**config.mk**
```make
export PLATFORM = sky130hd
export DESIGN_NAME = lcvb_victim_buf
export DESIGN_NICKNAME = d
export VERILOG_FILES = /design/src/lcvb_pkg.sv /design/src/lcvb_victim_buf.sv
export SDC_FILE = /design/constraint.sdc
export NUM_CORES = 1
export LEC_CHECK = 0
export BUFFER_PORTS_ARGS = -buffer_cell sky130_fd_sc_hd__clkbuf_2
export CAP_MARGIN = 40
export CORE_UTILIZATION = 40
export DETAILED_ROUTE_END_ITERATION = 6
export GPL_ROUTABILITY_DRIVEN = 0
export MAX_ROUTING_LAYER = met4
export PLACE_DENSITY_LB_ADDON = 0.15
export SYNTH_ARGS = -nofsm -noshare
export SYNTH_HDL_FRONTEND = slang
export SYNTH_SLANG_ARGS = --single-unit
```
**constraint.sdc**
```tcl
create_clock -name clk -period 5.6 [get_ports clk]
set_clock_uncertainty 0.1 [all_clocks]
set_input_delay 0.84 -clock clk [delete_from_list [all_inputs] [get_ports clk]]
set_output_delay 0.84 -clock clk [all_outputs]
set_load 0.05 [all_outputs]
```
**src/lcvb_pkg.sv**
```systemverilog
// Package for the LRU cache with victim buffer: sizes, set row layout, FSM state type.
// Used by lcvb_victim_buf and lru_cache_with_victim_buffer.
package lcvb_pkg;
  localparam int SETS           = 256;
  localparam int WAYS           = 4;
  localparam int VICTIM_ENTRIES = 8;
  localparam int TAG_BITS       = 24;
  localparam int SET_BITS       = 8;
  localparam int WAY_BITS       = 2;
  localparam int VIC_BITS       = 3;
  localparam int KEY_BITS       = SET_BITS + TAG_BITS;

  localparam logic [1:0] CFG_WRITE_MODE = 2'd0;
  localparam logic [1:0] CFG_WAYS       = 2'd1;
  localparam logic [1:0] CFG_VICTIMS    = 2'd2;

  // One set of the L1: valid bits, tags per way, recency order (position 0 most recent).
  typedef struct packed {
    logic [WAYS-1:0]                vld;
    logic [WAYS-1:0][TAG_BITS-1:0]  tag;
    logic [WAYS-1:0][WAY_BITS-1:0]  ord;
  } row_t;

  // Victim buffer request from the lookup stage.
  typedef struct packed {
    logic                update;
    logic [KEY_BITS-1:0] key;
    logic [3:0]          n;
    logic                ins_vld;
    logic [KEY_BITS-1:0] ins_line;
  } vb_req_t;

  typedef enum logic [1:0] {ST_CLEAR, ST_IDLE, ST_LOOK} st_t;
endpackage

```
**src/lcvb_victim_buf.sv**
```systemverilog
// Fully associative LRU victim buffer held in flops: search, remove on hit, insert.
// Depends on lcvb_pkg.
module lcvb_victim_buf import lcvb_pkg::*; (
  input  logic    clk,
  input  logic    rst_n,
  input  vb_req_t req,
  output logic    found,
  output logic    dropped
);
  logic [VICTIM_ENTRIES-1:0]               vld_r, vld_rm, vld_nxt;
  logic [VICTIM_ENTRIES-1:0][KEY_BITS-1:0] line_r, line_rm, line_nxt;
  logic [VIC_BITS-1:0]                     pos;

  always_comb begin
    found = 1'b0;
    pos   = '0;
    for (int i = 0; i < VICTIM_ENTRIES; i++) begin
      if (!found && 4'(i) < req.n && vld_r[i] && line_r[i] == req.key) begin
        found = 1'b1;
        pos   = VIC_BITS'(i);
      end
    end
    // drop the hit entry, close the gap
    vld_rm  = vld_r;
    line_rm = line_r;
    if (found) begin
      for (int i = 0; i < VICTIM_ENTRIES; i++) begin
        if (VIC_BITS'(i) >= pos && 4'(i + 1) < req.n) begin
          vld_rm[i]  = vld_r[i+1];
          line_rm[i] = line_r[i+1];
        end
        if (4'(i + 1) == req.n) vld_rm[i] = 1'b0;
      end
    end
    dropped  = 1'b0;
    vld_nxt  = vld_rm;
    line_nxt = line_rm;
    if (req.ins_vld) begin
      for (int i = 0; i < VICTIM_ENTRIES; i++) begin
        if (4'(i + 1) == req.n) dropped = vld_rm[i];
        if (4'(i) < req.n) begin
          if (i == 0) begin
            vld_nxt[i]  = 1'b1;
            line_nxt[i] = req.ins_line;
          end else begin
            vld_nxt[i]  = vld_rm[i-1];
            line_nxt[i] = line_rm[i-1];
          end
        end
      end
    end
  end

  always_ff @(posedge clk) begin
    if (!rst_n) begin
      vld_r <= '0;
    end else if (req.update) begin
      vld_r <= vld_nxt;
    end
    if (req.update) line_r <= line_nxt;
  end
endmodule

```
After elaboration in Yosys (flattened, before gate mapping)
Index checks and enable logic that the tools add are counted.
{ "classes": {"mux": 68, "n_lt_le_gt_ge": 17, "eq_ne": 16, "n_reduce_logical": 38} }
{ "ops": {"columns": ["op", "n"], "rows": [
  ["2-to-1 mux 256 bit", 2],
  ["2-to-1 mux 32 bit", 16],
  ["equality test 32 bit", 8],
  ["2-to-1 mux 1 bit", 42],
  ["logical AND 1 bit", 31],
  ["2-to-1 mux 3 bit", 6],
  ["equality test 3 x 4 -> 1 bit (first input constant)", 4],
  ["less-than comparator 3 x 4 -> 1 bit (first input constant)", 4],
  ["2-to-1 mux 8 bit", 2],
  [">= comparator 3 bit (first input constant)", 4],
  ["equality test 2 x 4 -> 1 bit (first input constant)", 2],
  ["less-than comparator 1 x 4 -> 1 bit (first input constant)", 2],
  ["less-than comparator 2 x 4 -> 1 bit (first input constant)", 2],
  ["zero test 1 bit", 7],
  [">= comparator 1 x 3 -> 1 bit (first input constant)", 2],
  [">= comparator 2 x 3 -> 1 bit (first input constant)", 2],
  ["equality test 1 x 4 -> 1 bit (first input constant)", 1],
  ["equality test 4 bit (first input constant)", 1],
  ["less-than comparator 4 bit (first input constant)", 1]
]} }
{ "word_totals": {"regBits": 264, "word_cells": 148} }

Logic depth before layout (Yosys ltp)
{ "logic_depth": {"word_depth": 53, "mapped_depth": 13, "ltp_nobuf": 9} }

Least setup slack after synthesis
No wires, ideal clock.
{ "synth_timing": {"path_kind": "input -> output", "start": "input req[36] in the netlist's numbering", "end": "output dropped", "path_buffers": 2, "path_slack_ps": 1107, "arrival_ps": 3553, "stages": 9, "path_cell_list": "clkbuf_1 nor3_1 nand3b_1 nor4_1 nand4b_1 nand3_1 a211o_1 clkbuf_1 a21oi_1"} }
{ "synth_between": {"word_cells_on_any_way": 100} }
{ "synth_rtl": {"columns": ["element", "line_no", "rtl"], "rows": [
  ["from (decl)", "lcvb_victim_buf.sv:6", "input vb_req_t req,"],
  ["less-than comparator 1 x 4 -> 1 bit", "lcvb_victim_buf.sv:18", "if (!found && 4'(i) < req.n && vld_r[i] && line_r[i] == req.key) begin"],
  ["logical AND 1 bit (2 in a row)", "lcvb_victim_buf.sv:18", null],
  ["2-to-1 mux 1 bit", "lcvb_victim_buf.sv:18", null],
  ["zero test 1 bit", "lcvb_victim_buf.sv:18", null],
  ["logical AND 1 bit (3 in a row)", "lcvb_victim_buf.sv:18", null],
  ["2-to-1 mux 1 bit", "lcvb_victim_buf.sv:18", null],
  ["zero test 1 bit", "lcvb_victim_buf.sv:18", null],
  ["logical AND 1 bit (3 in a row)", "lcvb_victim_buf.sv:18", null],
  ["[21 not listed]", null, null],
  ["zero test 1 bit", "lcvb_victim_buf.sv:18", null],
  ["logical AND 1 bit (3 in a row)", "lcvb_victim_buf.sv:18", null],
  ["2-to-1 mux 1 bit *", "lcvb_victim_buf.sv:18", null],
  ["via found", "lcvb_victim_buf.sv:7", "output logic found,"],
  ["2-to-1 mux 8 bit *", "lcvb_victim_buf.sv:26", "if (found) begin"],
  ["2-to-1 mux 1 bit (7 in a row)", "lcvb_victim_buf.sv:40", "if (4'(i + 1) == req.n) dropped = vld_rm[i];"],
  ["2-to-1 mux 1 bit *", "lcvb_victim_buf.sv:40", null],
  ["2-to-1 mux 1 bit *", "lcvb_victim_buf.sv:38", "if (req.ins_vld) begin"],
  ["to (decl)", "lcvb_victim_buf.sv:8", "output logic dropped"]
]} }
The timed path passes the listed nets; every way through them passes the cells marked *.

Final worst setup path
{ "layout_timing": {"start": "input req[41] in the netlist's numbering", "end": "output found"} }
{ "layout_between": {"elab_chain_cells": 38, "word_cells_on_any_way": 45} }
{ "layout_rtl": {"columns": ["element", "line_no"], "rows": [
  ["equality test 32 bit", "lcvb_victim_buf.sv:18"],
  ["logical AND 1 bit", "lcvb_victim_buf.sv:18"],
  ["2-to-1 mux 1 bit", "lcvb_victim_buf.sv:18"],
  ["zero test 1 bit", "lcvb_victim_buf.sv:18"],
  ["logical AND 1 bit (3 in a row)", "lcvb_victim_buf.sv:18"],
  ["2-to-1 mux 1 bit", "lcvb_victim_buf.sv:18"],
  ["zero test 1 bit", "lcvb_victim_buf.sv:18"],
  ["logical AND 1 bit (3 in a row)", "lcvb_victim_buf.sv:18"],
  ["[12 not listed]", null],
  ["logical AND 1 bit (3 in a row)", "lcvb_victim_buf.sv:18"],
  ["2-to-1 mux 1 bit", "lcvb_victim_buf.sv:18"],
  ["zero test 1 bit", "lcvb_victim_buf.sv:18"],
  ["logical AND 1 bit (3 in a row)", "lcvb_victim_buf.sv:18"],
  ["2-to-1 mux 1 bit", "lcvb_victim_buf.sv:18"],
  ["zero test 1 bit", "lcvb_victim_buf.sv:18"],
  ["logical AND 1 bit (3 in a row)", "lcvb_victim_buf.sv:18"],
  ["2-to-1 mux 1 bit *", "lcvb_victim_buf.sv:18"],
  ["to (decl)", "lcvb_victim_buf.sv:7"]
]} }
Mark *: on every way between the ends. The rest lies on a longest branch, timed or not.

==> impl_results.md <==
* Main synth FF type: edfxtp_1
* DRT met1 WL at between 20,000 and 30,000 µm
* Die area at about 0.043 mm²
* CTS tree: done
* Number of remaining DRC errors at 0
* Ports at 74
* Fmax at around 220 MHz
* Tightest Pin Transition at approximately 0.9 ns
* Max-slew violations at 0
* Clock Sinks at roughly 260
* Peak supply drop at between 0.15 and 0.2 mV
* WL/cell at 28.1 µm
* Gr usage total at 0.284
* CTS Buffer Depth at 3
* Pwr Density at slightly above 300 mW/mm²
* Number of flops mapped to enable cells by yosys at roughly 260
* I/O Buffers at 73
* Core Rows at 75
* Worst-Skew Late Latency at 0.55 ns
* Largest net degree at the start of global routing at 120
* Post-route antenna net violation count at 0
* Yosys reg bits at roughly 260
* WL final at 60,000 µm
* Layout area overhead at 11.1%
* WL met3 at 4010 µm
* Routed via count at around 13,000
* R2R Setup Slk at ~1.8 ns
* Asr flop ratio synth at 0
* Netlist Area Pre-Place at approximately 0.017 mm²
* RSZ-0062 raised after global routing: no
* Max Cap Viol at 0
* WS Path Type: in2out
* Initial antenna violation count at 1
* Area leader, netlist: edfxtp_1
* Total CTS buffers at 34
* WL met2 at around 27,000 µm
* Startpoint types: primary input
* Resized Gates After CTS at 0
* Synth warn at 0
* Synth top area cells: edfxtp_1 45%, xnor2_1 8.2%, xor2_1 4.9%
* Post-synthesis adder-cell area fraction at 0
* Leak at between 0.006 and 0.007 µW
* Slew HR at 0.413
* Register area share after synthesis at 0.463
* First-pass GRT wire length at approximately 89,000 µm
* Mux cell area share after synthesis at 0.0420
* Synthesized instance count at 1,555
* Initial DRC count at 1,351
* CP Capture Type: output port
* Final instance count without filler cells at around 2,100
* Setup-failing EPs final at 0
* Crit-path max FO at 8
* Yosys cell types at 67
* Hold_buf cts at 0
* Worst-path clk slew at 0.06 ns
* CORE AREA at 0.0419 mm²
* Vias per cell at 6.30
* Top cell type's share of synthesized area at 0.453
* Post-route minimum period at around 4.5 ns
* Die X at ~210 µm
* Starting Density at 0.405
* # nets final at 1,642
* Ratio of cells with drive above 1 in the final layout at 0.151
* CTS root buf: clkbuf_16
* Critical Path AT at approximately 3.6 ns
* Vias in the first global route at 13,209
* Synth cell count leaders: 256 x edfxtp_1, 158 x xnor2_1, 145 x nor2_1
* CTS H-tree lvls at 2
* Top-count cell post-synth: edfxtp_1
* Crit share post-route at 0.805
* Placed Cells incl. Taps at around 2,100
* Setup Buffers After CTS at 0
* Largest family of logic cells by synthesized area: compound AO/OA/AOI/OAI gates
* Compound-gate portion of the synthesized area at 0.173
* Simple-gate share of the synthesized area at 0.153
* DP HPWL at 43,900 µm
* Synth Area per Inst at ~11 µm²
* Final Hold Vio Count at 0
* Setup TNS at 0 ns
* Synth Net Count at roughly 1,600
* Drt pass-1 iters at 5
* Hold crit path type: reg2reg
* Grt total ovfl at 0
* Outcome: completed
* Highest metal used: met4
* Die H at 208 µm
* Xor/xnor share of the synthesized area at 0.134
* CP required at 4.66 ns
## critical path, cell delays in order
cell      delay [ns]
clkbuf_2        0.24
xnor2_1         0.59
nand4_1         0.21
nor4_1          0.30
nand4_1         0.30
nand3_1         0.33
a211o_1         0.38
clkbuf_2        0.35
## cell usage in the layout, fill, tap and decap left out, types with 4 or more instances in the layout
cell / count
xor2_1: 95
xnor2_2: 4
nor4_1: 45
nand2b_1: 35
o221a_1: 30
nand3_1: 18
o22ai_1: 37
xnor2_1: 158
nand2_1: 44
nor4b_1: 4
clkbuf_1: 6
clkinv_2: 4
clkbuf_16: 37
or3_1: 68
nor2_1: 144
and3_1: 4
nand4b_1: 5
buf_4: 28
a211o_1: 4
a21oi_1: 42
nand4_1: 74
inv_1: 7
clkinv_1: 8
dfxtp_1: 8
clkbuf_2: 72
nor3b_1: 4
o21ai_0: 7
nor2b_1: 4
mux2i_1: 70
o21a_1: 65
o22a_1: 65
o221a_2: 68
edfxtp_1: 256
or4_1: 4
nor3_1: 7
## metal layers
| layer | vias up | global-route usage |
|---|---|---|
| met4 | 0 | 0.122 |
| li1 | 6039 | - |
| met5 | - | - |
| met2 | 630 | 0.427 |
| met3 | 115 | 0.0392 |
| met1 | 6674 | 0.384 |
## stage by stage
| stage | util | worst slack [ns] | total power, µW | hold slack (ns) | instance area [µm²] |
|---|---|---|---|---|---|
| floorplan | - | 1.11 | 3120 | 0.407 | 17000 |
| global placement | 0.423 | 1.12 | 3470 | 0.468 | 17700 |
| detailed placement | 0.424 | 1.16 | 3490 | 0.474 | 17700 |
| CTS | 0.450 | 1.19 | 5720 | 0.482 | 18800 |
| global route | 0.450 | 1.02 | 5880 | 0.515 | 18800 |
| finish | 0.450 | 1.09 | 5700 | 0.506 | 18800 |
## layout make-up
cell class                      count  area, µm²
Fill cell                        3952      23000
Multi-Input combinational cell   1159       8540
Sequential cell                   264       7850
Clock buffer                       43        948
Tap cell                          539        674
Timing Repair Buffer              103        633
Clock inverter                     18        164
Inverter                            8       30.0
Antenna cell                        1       2.50
## state kept, by name, indices dropped and copies added, names as in the netlist
name	count
line_r	256
vld_r	8
## kinds of logic after synthesis
logic type      Yosys count
compound gates          348
xor+xnor                257
buf+inv                 132
flops                   264
mux                      71
simple gates            483
## where the power goes
part | switching, µW | total [µW] | leakage (µW) | internal [µW]
Combinational | 526 | 892 | 0.00312 | 367
Sequential | 216 | 2580 | 0.00250 | 2360
Clock | 893 | 2230 | 0.000538 | 1340
Total | 1630 | 5700 | 0.00616 | 4070
## path summary, 6_finish.rpt
check / startpoint / end / cells after the start
max reg2reg: line_r[132] / line_r[136] / 11
max: req[41] / found / 8
min: vld_r[6] / vld_r[6] / 2
min reg2reg: vld_r[6] / vld_r[6] / 2
(Power assumes the default switching activity.)
